## src/hw/rtl/utf8d_pkg.sv

```systemverilog
`timescale 1ns / 1ps
// ----------------------------------------------------------------------------
// UTF-8 decoder package
// Shared payload types and byte class constants for the UTF-8 stream decoder.
// ----------------------------------------------------------------------------
package utf8d_pkg;

  localparam int unsigned ByteW = 8;
  localparam int unsigned UnitW = 16;
  localparam int unsigned NeedW = 2;

  localparam logic [ByteW-1:0] ContMask  = 8'hc0;
  localparam logic [ByteW-1:0] ContTag   = 8'h80;
  localparam logic [ByteW-1:0] ContBits  = 8'h3f;
  localparam logic [ByteW-1:0] Lead2Mask = 8'he0;
  localparam logic [ByteW-1:0] Lead2Tag  = 8'hc0;
  localparam logic [ByteW-1:0] Lead2Bits = 8'h1f;
  localparam logic [ByteW-1:0] Lead3Mask = 8'hf0;
  localparam logic [ByteW-1:0] Lead3Tag  = 8'he0;
  localparam logic [ByteW-1:0] Lead3Bits = 8'h0f;

  localparam logic [UnitW-1:0] ReplacementUnit = 16'hfffd;

  localparam logic [NeedW-1:0] NeedNone = 2'd0;
  localparam logic [NeedW-1:0] NeedOne  = 2'd1;
  localparam logic [NeedW-1:0] NeedTwo  = 2'd2;

  typedef struct packed {
    logic [ByteW-1:0] data_byte;
    logic             chunk_end;
  } byte_word_t;

  typedef struct packed {
    logic [UnitW-1:0] code_unit;
    logic             bad_sequence;
  } unit_word_t;

  typedef struct packed {
    logic valid;
    logic ready;
  } hs_t;

endpackage

```

## src/hw/rtl/utf8d_if.sv

```systemverilog
`timescale 1ns / 1ps
// ----------------------------------------------------------------------------
// UTF-8 decoder channels
// Valid/ready channels for input bytes and decoded code units.
// ----------------------------------------------------------------------------
interface utf8d_byte_if;
  logic                  valid;
  logic                  ready;
  utf8d_pkg::byte_word_t data;

  modport source (output valid, output data, input ready);
  modport sink (input valid, input data, output ready);
endinterface

interface utf8d_unit_if;
  logic                  valid;
  logic                  ready;
  utf8d_pkg::unit_word_t data;

  modport source (output valid, output data, input ready);
  modport sink (input valid, input data, output ready);
endinterface

```

## src/hw/rtl/utf8d_in_stage.sv

```systemverilog
`timescale 1ns / 1ps
// ----------------------------------------------------------------------------
// UTF-8 decoder input register
// Holds one accepted byte word until the decode step consumes it.
// ----------------------------------------------------------------------------
module utf8d_in_stage (
  input  logic                  clk_i,
  input  logic                  rst_ni,
  input  logic                  in_valid_i,
  output logic                  in_ready_o,
  input  utf8d_pkg::byte_word_t in_data_i,
  output utf8d_pkg::hs_t        stage_o,
  input  logic                  take_i,
  output utf8d_pkg::byte_word_t stage_data_o
);

  logic                  valid_q, valid_d;
  utf8d_pkg::byte_word_t data_q;
  logic                  load;

  assign in_ready_o = !valid_q || take_i;
  assign load       = in_valid_i && in_ready_o;

  always_comb begin
    valid_d = valid_q;
    if (load) begin
      valid_d = 1'b1;
    end else if (take_i) begin
      valid_d = 1'b0;
    end
  end

  always_ff @(posedge clk_i or negedge rst_ni) begin
    if (!rst_ni) begin
      valid_q <= 1'b0;
    end else begin
      valid_q <= valid_d;
    end
  end

  always_ff @(posedge clk_i) begin
    if (load) begin
      data_q <= in_data_i;
    end
  end

  assign stage_o.valid = valid_q;
  assign stage_o.ready = in_ready_o;
  assign stage_data_o  = data_q;

endmodule

```

## src/hw/rtl/utf8d_step.sv

```systemverilog
`timescale 1ns / 1ps
// ----------------------------------------------------------------------------
// UTF-8 decoder step
// Updates the partial value and the count of pending continuation bytes.
// ----------------------------------------------------------------------------
module utf8d_step (
  input  logic                       clk_i,
  input  logic                       rst_ni,
  input  logic                       fire_i,
  input  logic [utf8d_pkg::ByteW-1:0] byte_i,
  output logic                       res_valid_o,
  output utf8d_pkg::unit_word_t      res_o
);

  logic [utf8d_pkg::NeedW-1:0] need_q, need_d;
  logic [utf8d_pkg::UnitW-1:0] partial_q, partial_d;
  logic                        is_cont;
  logic                        is_lead2;
  logic                        is_lead3;
  logic [utf8d_pkg::UnitW-1:0] shifted;

  assign is_cont  = (byte_i & utf8d_pkg::ContMask) == utf8d_pkg::ContTag;
  assign is_lead2 = (byte_i & utf8d_pkg::Lead2Mask) == utf8d_pkg::Lead2Tag;
  assign is_lead3 = (byte_i & utf8d_pkg::Lead3Mask) == utf8d_pkg::Lead3Tag;
  assign shifted  = {partial_q[utf8d_pkg::UnitW-7:0], byte_i[5:0] & utf8d_pkg::ContBits[5:0]};

  always_comb begin
    need_d            = need_q;
    partial_d         = partial_q;
    res_valid_o       = 1'b0;
    res_o.code_unit   = {{(utf8d_pkg::UnitW-utf8d_pkg::ByteW){1'b0}}, byte_i};
    res_o.bad_sequence = 1'b0;
    if (fire_i) begin
      if (need_q != utf8d_pkg::NeedNone) begin
        if (is_cont) begin
          partial_d       = shifted;
          need_d          = need_q - utf8d_pkg::NeedOne;
          res_o.code_unit = shifted;
          res_valid_o     = (need_q == utf8d_pkg::NeedOne);
        end else begin
          need_d             = utf8d_pkg::NeedNone;
          res_o.code_unit    = utf8d_pkg::ReplacementUnit;
          res_o.bad_sequence = 1'b1;
          res_valid_o        = 1'b1;
        end
      end else begin
        priority if (!byte_i[utf8d_pkg::ByteW-1]) begin
          res_valid_o = 1'b1;
        end else if (is_lead2) begin
          partial_d = {{(utf8d_pkg::UnitW-utf8d_pkg::ByteW){1'b0}},
                       byte_i & utf8d_pkg::Lead2Bits};
          need_d    = utf8d_pkg::NeedOne;
        end else if (is_lead3) begin
          partial_d = {{(utf8d_pkg::UnitW-utf8d_pkg::ByteW){1'b0}},
                       byte_i & utf8d_pkg::Lead3Bits};
          need_d    = utf8d_pkg::NeedTwo;
        end else begin
          need_d = utf8d_pkg::NeedNone;
        end
      end
    end
  end

  always_ff @(posedge clk_i or negedge rst_ni) begin
    if (!rst_ni) begin
      need_q <= utf8d_pkg::NeedNone;
    end else begin
      need_q <= need_d;
    end
  end

  always_ff @(posedge clk_i) begin
    partial_q <= partial_d;
  end

  a_need_range: assert property (@(posedge clk_i) disable iff (!rst_ni)
    need_q != 2'd3)
    else $error("continuation count out of range");

  a_bad_only_in_seq: assert property (@(posedge clk_i) disable iff (!rst_ni)
    (res_valid_o && res_o.bad_sequence) |-> (need_q != utf8d_pkg::NeedNone))
    else $error("replacement emitted outside a sequence");

  a_bad_is_fffd: assert property (@(posedge clk_i) disable iff (!rst_ni)
    (res_valid_o && res_o.bad_sequence) |-> (res_o.code_unit == utf8d_pkg::ReplacementUnit))
    else $error("replacement unit has wrong value");

  a_emit_clears: assert property (@(posedge clk_i) disable iff (!rst_ni)
    res_valid_o |=> (need_q == utf8d_pkg::NeedNone))
    else $error("sequence still open after a result");

endmodule

```

## src/hw/rtl/utf8d_out_stage.sv

```systemverilog
`timescale 1ns / 1ps
// ----------------------------------------------------------------------------
// UTF-8 decoder result register
// Holds one decoded word until the downstream side takes it.
// ----------------------------------------------------------------------------
module utf8d_out_stage (
  input  logic                  clk_i,
  input  logic                  rst_ni,
  input  logic                  push_i,
  input  utf8d_pkg::unit_word_t push_data_i,
  output logic                  space_o,
  output logic                  out_valid_o,
  input  logic                  out_ready_i,
  output utf8d_pkg::unit_word_t out_data_o
);

  logic                  valid_q, valid_d;
  utf8d_pkg::unit_word_t data_q;

  assign space_o = !valid_q || out_ready_i;

  always_comb begin
    valid_d = valid_q;
    if (push_i) begin
      valid_d = 1'b1;
    end else if (out_ready_i) begin
      valid_d = 1'b0;
    end
  end

  always_ff @(posedge clk_i or negedge rst_ni) begin
    if (!rst_ni) begin
      valid_q <= 1'b0;
    end else begin
      valid_q <= valid_d;
    end
  end

  always_ff @(posedge clk_i) begin
    if (push_i) begin
      data_q <= push_data_i;
    end
  end

  assign out_valid_o = valid_q;
  assign out_data_o  = data_q;

endmodule

```

## src/hw/rtl/utf8_stream_decoder_top.sv

```systemverilog
`timescale 1ns / 1ps
// ----------------------------------------------------------------------------
// UTF-8 stream decoder
// Path: input register, combinational decode step, then the result register.
// Throughput: one byte word per cycle while the result register has space.
// Each byte word yields zero or one code unit word, in input order.
// Reset clears the stage valid flags and the pending byte count at once.
// The partial value register holds no reset; each opening lead byte loads it.
// ----------------------------------------------------------------------------
module utf8_stream_decoder_top (
  input  logic          clk_i,
  input  logic          rst_ni,
  utf8d_byte_if.sink    in_i,
  utf8d_unit_if.source  out_o
);

  utf8d_pkg::hs_t        in_hs;
  utf8d_pkg::byte_word_t stage_data;
  utf8d_pkg::unit_word_t res;
  logic                  res_valid;
  logic                  space;
  logic                  fire;

  assign fire = in_hs.valid && space;

  utf8d_in_stage u_in (
    .clk_i       (clk_i),
    .rst_ni      (rst_ni),
    .in_valid_i  (in_i.valid),
    .in_ready_o  (in_i.ready),
    .in_data_i   (in_i.data),
    .stage_o     (in_hs),
    .take_i      (fire),
    .stage_data_o(stage_data)
  );

  utf8d_step u_step (
    .clk_i      (clk_i),
    .rst_ni     (rst_ni),
    .fire_i     (fire),
    .byte_i     (stage_data.data_byte),
    .res_valid_o(res_valid),
    .res_o      (res)
  );

  utf8d_out_stage u_out (
    .clk_i      (clk_i),
    .rst_ni     (rst_ni),
    .push_i     (res_valid),
    .push_data_i(res),
    .space_o    (space),
    .out_valid_o(out_o.valid),
    .out_ready_i(out_o.ready),
    .out_data_o (out_o.data)
  );

endmodule

```

## src/flat_wrapper.sv

```systemverilog
// flat-port wrapper written by rule: the top's interface ports become plain ports
module utf8_stream_decoder_top_flat 
  (clk_i, rst_ni, in_i_valid, in_i_data, in_i_ready, out_o_valid, out_o_data, out_o_ready);
  utf8d_byte_if in_i_i ();
  utf8d_unit_if out_o_i ();
  input  logic clk_i;
  input  logic rst_ni;
  input wire logic [$bits(in_i_i.valid)-1:0] in_i_valid;
  input wire logic [$bits(in_i_i.data)-1:0] in_i_data;
  output wire logic [$bits(in_i_i.ready)-1:0] in_i_ready;
  output wire logic [$bits(out_o_i.valid)-1:0] out_o_valid;
  output wire logic [$bits(out_o_i.data)-1:0] out_o_data;
  input wire logic [$bits(out_o_i.ready)-1:0] out_o_ready;
  assign in_i_i.valid = in_i_valid;
  assign in_i_i.data = in_i_data;
  assign in_i_ready = in_i_i.ready;
  assign out_o_valid = out_o_i.valid;
  assign out_o_data = out_o_i.data;
  assign out_o_i.ready = out_o_ready;
  utf8_stream_decoder_top u_core (.clk_i(clk_i), .rst_ni(rst_ni), .in_i(in_i_i), .out_o(out_o_i));
endmodule
```

## config.mk

```make
export PLATFORM = sky130hd
export DESIGN_NAME = utf8_stream_decoder_top_flat
export DESIGN_NICKNAME = d
export VERILOG_FILES = /design/src/hw/rtl/utf8d_pkg.sv /design/src/hw/rtl/utf8d_if.sv /design/src/hw/rtl/utf8d_in_stage.sv /design/src/hw/rtl/utf8d_step.sv /design/src/hw/rtl/utf8d_out_stage.sv /design/src/hw/rtl/utf8_stream_decoder_top.sv /design/src/flat_wrapper.sv
export SDC_FILE = /design/constraint.sdc
export NUM_CORES = 1
export LEC_CHECK = 0
export BUFFER_PORTS_ARGS = -buffer_cell sky130_fd_sc_hd__buf_2
export CORE_ASPECT_RATIO = 1.5
export CORE_UTILIZATION = 50
export CTS_CLUSTER_DIAMETER = 120
export DETAILED_ROUTE_END_ITERATION = 8
export GPL_TIMING_DRIVEN = 0
export PLACE_DENSITY = 0.75
export SETUP_SLACK_MARGIN = 0.02
export SKIP_LAST_GASP = 1
export SLEW_MARGIN = 25
export SYNTH_ARGS = -nofsm -noshare
export SYNTH_HDL_FRONTEND = slang
export SYNTH_HIERARCHICAL = 1
export SYNTH_SLANG_ARGS = --single-unit
```

## constraint.sdc

```tcl
create_clock -name clk_i -period 4.1 [get_ports clk_i]
set_input_delay 1.23 -clock clk_i [delete_from_list [all_inputs] [get_ports clk_i]]
set_output_delay 1.23 -clock clk_i [all_outputs]
set_load 0.01 [all_outputs]
```

* Word-level counts from Yosys, hierarchy flattened
Index checks and enable logic that the tools add are counted.
Storage, ports and cells: bits in registers 39, bits in latches 0, bits in writable memories 0, bits in read-only memories 0, bits of input ports 13, output and inout port bits 19, memories 0
Operators by class: add/subtract/negate cells 1, multiply operators 0, divide/modulo/power cells 0, $lt $le $gt $ge 0, eq/ne operators 5, shifts and indexed selects 0, mux-type cells 22, bitwise logic cells 0, reduce and logical (&&, ||, !) cells 14
Operators by type and width (count):
- $mux 10 | 5
- $mux 9 | 2
- $mux 16 | 1
- $mux 2 | 5
- $mux 1 | 9
- $reduce_bool 2->1 | 4
- $eq 4x4->1 const B | 1
- $reduce_and 2->1 | 2
- $reduce_and 4->1 | 1
- $eq 3x3->1 const B | 1
- $reduce_bool 3->1 | 1
- $eq 2x1->1 const B | 1
- $eq 2x2->1 const B | 1
- $logic_and 1x1->1 | 2
- $logic_not 1->1 | 2
- $logic_or 1x1->1 | 2
- $ne 2x2->1 const B | 1
- $sub 2x1->2 const B | 1

* Longest topological paths before layout
word-level depth 6, gate-level depth with buffers 7

* Hierarchy
Netlist, hierarchy kept.
Modules (own cells, without submodules):
- utf8d_step | instances 1, cells an instance 64, area each 732.0 um^2, sequential area each 350.3 um^2
- utf8d_out_stage | instances 1, cells an instance 20, area each 558.0 um^2, sequential area each 535.5 um^2
- utf8d_in_stage | instances 1, cells an instance 15, area each 339.1 um^2, sequential area each 295.3 um^2
- utf8_stream_decoder_top | instances 1, cells an instance 1, area each 6.3 um^2, sequential area each 0.0 um^2

* Worst setup path after synthesis
No wires, ideal clock.
kind in2out, start point in out_o_ready, end point out in_i_ready, data arrival time 1.751 ns, required time 2.870 ns, setup slack 1.119 ns, stages 3, path buffers 0, path through nand2b_4 -> and2_1 -> nand2b_4
On the way: word-level cells in the longest chain between the ends 3
RTL lines:
- from (decl) | RTL line flat_wrapper.sv:13 | input wire logic [$bits(out_o_i.ready)-1:0] out_o_ready;
- $logic_or 1x1->1 | RTL line utf8d_out_stage.sv:20 | assign space_o = !valid_q || out_ready_i;
- $logic_and 1x1->1 | RTL line utf8_stream_decoder_top.sv:24 | assign fire = in_hs.valid && space;
- named net u_core.fire | RTL line utf8_stream_decoder_top.sv:22 | logic fire;
- $logic_or 1x1->1 | RTL line utf8d_in_stage.sv:21 | assign in_ready_o = !valid_q || take_i;
- to (decl) | RTL line flat_wrapper.sv:10 | output wire logic [$bits(in_i_i.ready)-1:0] in_i_ready;
The timed path passes the listed nets, and every way through them passes these cells.

* Final worst setup path
start point in out_o_ready, end point out in_i_ready
On the way: word-level cells in the longest chain between the ends 3
RTL lines:
- $logic_or 1x1->1 | RTL line utf8d_out_stage.sv:20
- named net u_core.space | RTL line utf8_stream_decoder_top.sv:21 | logic space;
- $logic_and 1x1->1 | RTL line utf8_stream_decoder_top.sv:24
- named net u_core.fire | RTL line utf8_stream_decoder_top.sv:22
- $logic_or 1x1->1 | RTL line utf8d_in_stage.sv:21
The timed path passes the listed nets, and every way through them passes these cells.

==> flow_summary.toml <==
[run_status]
outcome = "finished clean"

[cts]
cts_sinks = 39
cts_made_buffers = 5
cts_root_buffer = "clkbuf_8"
h-tree-depth = 2
cts-hold-fix-buffers = 0
clockBufferDepth = 2
cts_setup_buffers = 0
clkLatencyLatePin_ns = 0.29
clk_pin_slew_ns = 0.07
cts_tree = "yes"
cts_resized = 0

[worst_setup_path]
crit_chain = "buf_2 -> nand2b_4 -> and2_1 -> nand2b_4 -> buf_2"
startpoint = "out_o_ready"
max_stage_delay_ns = 0.29
cp.arrival_ns = 2.03
crit_end = "in_i_ready"
r2r-start = "u_core/u_step/need_q[1]"
crit_buf_inv = 2
required_ns = 2.87
critPathMaxFanout = 6
start_kind = "input port"
reg2reg_depth = 6
crit_cells = 5
r2r_setup_slack_ns = 1.99
worstSetupEndpointType = "primary output"
path_delay_family = "simple AND/OR/NAND/NOR gates"
timing.rr.end = "u_core/u_out/out_data_o[8]"
path_class = "in -> out"
slowest_stage = "and2_1"

[power]
power_density_mw_per_mm2 = 708
irDropWorstVdd_uv = 456
total_leakage_power_nw = 0.782

[die]
die_area_mm2 = 0.00343
rows = 24
die_w_um = 48.2
start_util_pct = 53.7
num_io_pins = 32
coreArea_mm2 = 0.00297
die_y_um = 71.2

[global_routing]
grtUsageMet1_pct = 18.4
grt_pass1_wl_mm = 3.80
grtUsageTotal_pct = 16.5
use_met3_pct = 7.05
busiest_layer = "met2"
grt-ovfl-total = 0
grt_util_met2_pct = 25.8
grt_pass1_vias = 847
antenna_found_initial = 0
grt_max_degree = 19

[sta]
period_needed_ns = 3.26
worst_pin_slew_ns = 0.871
max_freq_ghz = 0.307
maxSlewHeadroom_pct = 41.9
finalSetupTns_ns = 0
whs_ns = 0.441
setup_viol = 0
worst_clock_skew_ns = 0.00364
fin_crit_sh_pct = 79.5
layout_setup_ws_ns = 0.841
slew_violations = 0
rsz0062_at_grt = "false"
hold_viol = 0

[detailed_routing]
drtIter0Drc = 8
firstDrtPassIters = 4
antenna_left = 0
viasPerCell = 5.00
drt-total-wl_mm = 2.18
num_vias = 875
wire_per_inst_um = 12.4
drcViolationCount = 0

[placement]
place_worst_setup_slack_ns = 0.862
placed_cells = 167
portBuffers = 30
dp_hpwl_mm = 1.56
gp_congestion = 0.731

[cells_and_area]
fillCellCount = 225
final_layout_size_suffix_gt1_share_pct = 39.0
nNetsFinal = 149
post-route-util_pct = 64.4
diodes = 0
fin_cells = 175
syn_to_final_growth_pct = 19.9

[yosys]
synth.avg_cell_area_um2 = 16.3
synthesis.yosys.warnings = 6
syn-cell-area_mm2 = 0.00160
syn_inst = 98
syn_nets = 112

[flow_run]
drv_cap = 0

[worst_hold_path]
hold_path.class = "reg -> reg"
==> worst min path at each step <==
stage | slack [ns] | cells past startpoint | startpoint | to
after floorplan | 0.42 | 0 | u_core/u_in/stage_data_o[1] | u_core/u_step/partial_q[0]
after global placement | 0.43 | 0 | u_core/u_in/stage_data_o[3] | u_core/u_step/partial_q[2]
after detailed placement | 0.43 | 0 | u_core/u_in/stage_data_o[4] | u_core/u_step/partial_q[3]
after CTS | 0.44 | 0 | u_core/u_in/stage_data_o[4] | u_core/u_step/partial_q[3]
after global routing | 0.47 | 0 | u_core/u_in/stage_data_o[4] | u_core/u_step/partial_q[3]
final | 0.44 | 0 | u_core/u_in/stage_data_o[4] | u_core/u_step/partial_q[3]
==> flip-flops by register name, summed over array words and instances, names as in the netlist <==
signal	flops
u_core/u_out/out_valid_o	1
u_core/u_in/stage_data_o	8
u_core/u_in/valid_q	1
u_core/u_step/need_q	2
u_core/u_out/out_data_o	17
u_core/u_step/partial_q	10
==> through the flow <==
stage | instance area, um^2 | power (mW)
after global routing | 1920 | 1.45
after global placement | 1800 | 1.04
after floorplan | 1600 | 0.929
after CTS | 1920 | 1.38
final | 1920 | 1.36
after detailed placement | 1800 | 1.06
==> layout make-up <==
cell class	instances	area (um^2)	area share, %
multi-input cells	52	404	21.1
plain buffers	4	37.5	1.96
clock buffers	5	68.8	3.59
inverters	3	11.3	0.588
well taps	39	48.8	2.55
clock inverters	3	43.8	2.29
repair buffers	30	150	7.84
flip-flops and latches	39	1150	60.1
==> where the power goes <==
part           switching, mW  total [mW]  internal (mW)
Sequential            0.0367       0.627          0.590
Combinational          0.231       0.420          0.189
Clock                  0.129       0.309          0.181
Total                  0.397        1.36          0.960
==> per-layer routing <==
layer / routed length, um / vias to the layer above / share of wire [%]
met5: 0 / - / 0
met4: 65 / 0 / 3.0
met2: 1190 / 30 / 55
met1: 812 / 413 / 37
li1: - / 426 / -
met3: 109 / 6 / 5.0
==> layout by cell type (no fill, tap or decap), types with 2 or more instances in the layout <==
cell and count:
a21oi_1 2, edfxtp_1 35, nor2b_1 2, inv_1 3, nand2b_4 3, o21a_1 8
nor2b_4 2, buf_4 2, buf_2 30, buf_6 2, clkbuf_8 5, and2b_1 3
and2_1 3, nand2_1 3, nand2b_1 8, dfrtp_1 4, nor2_1 3
Note: power is estimated with default switching activity, not from simulation.
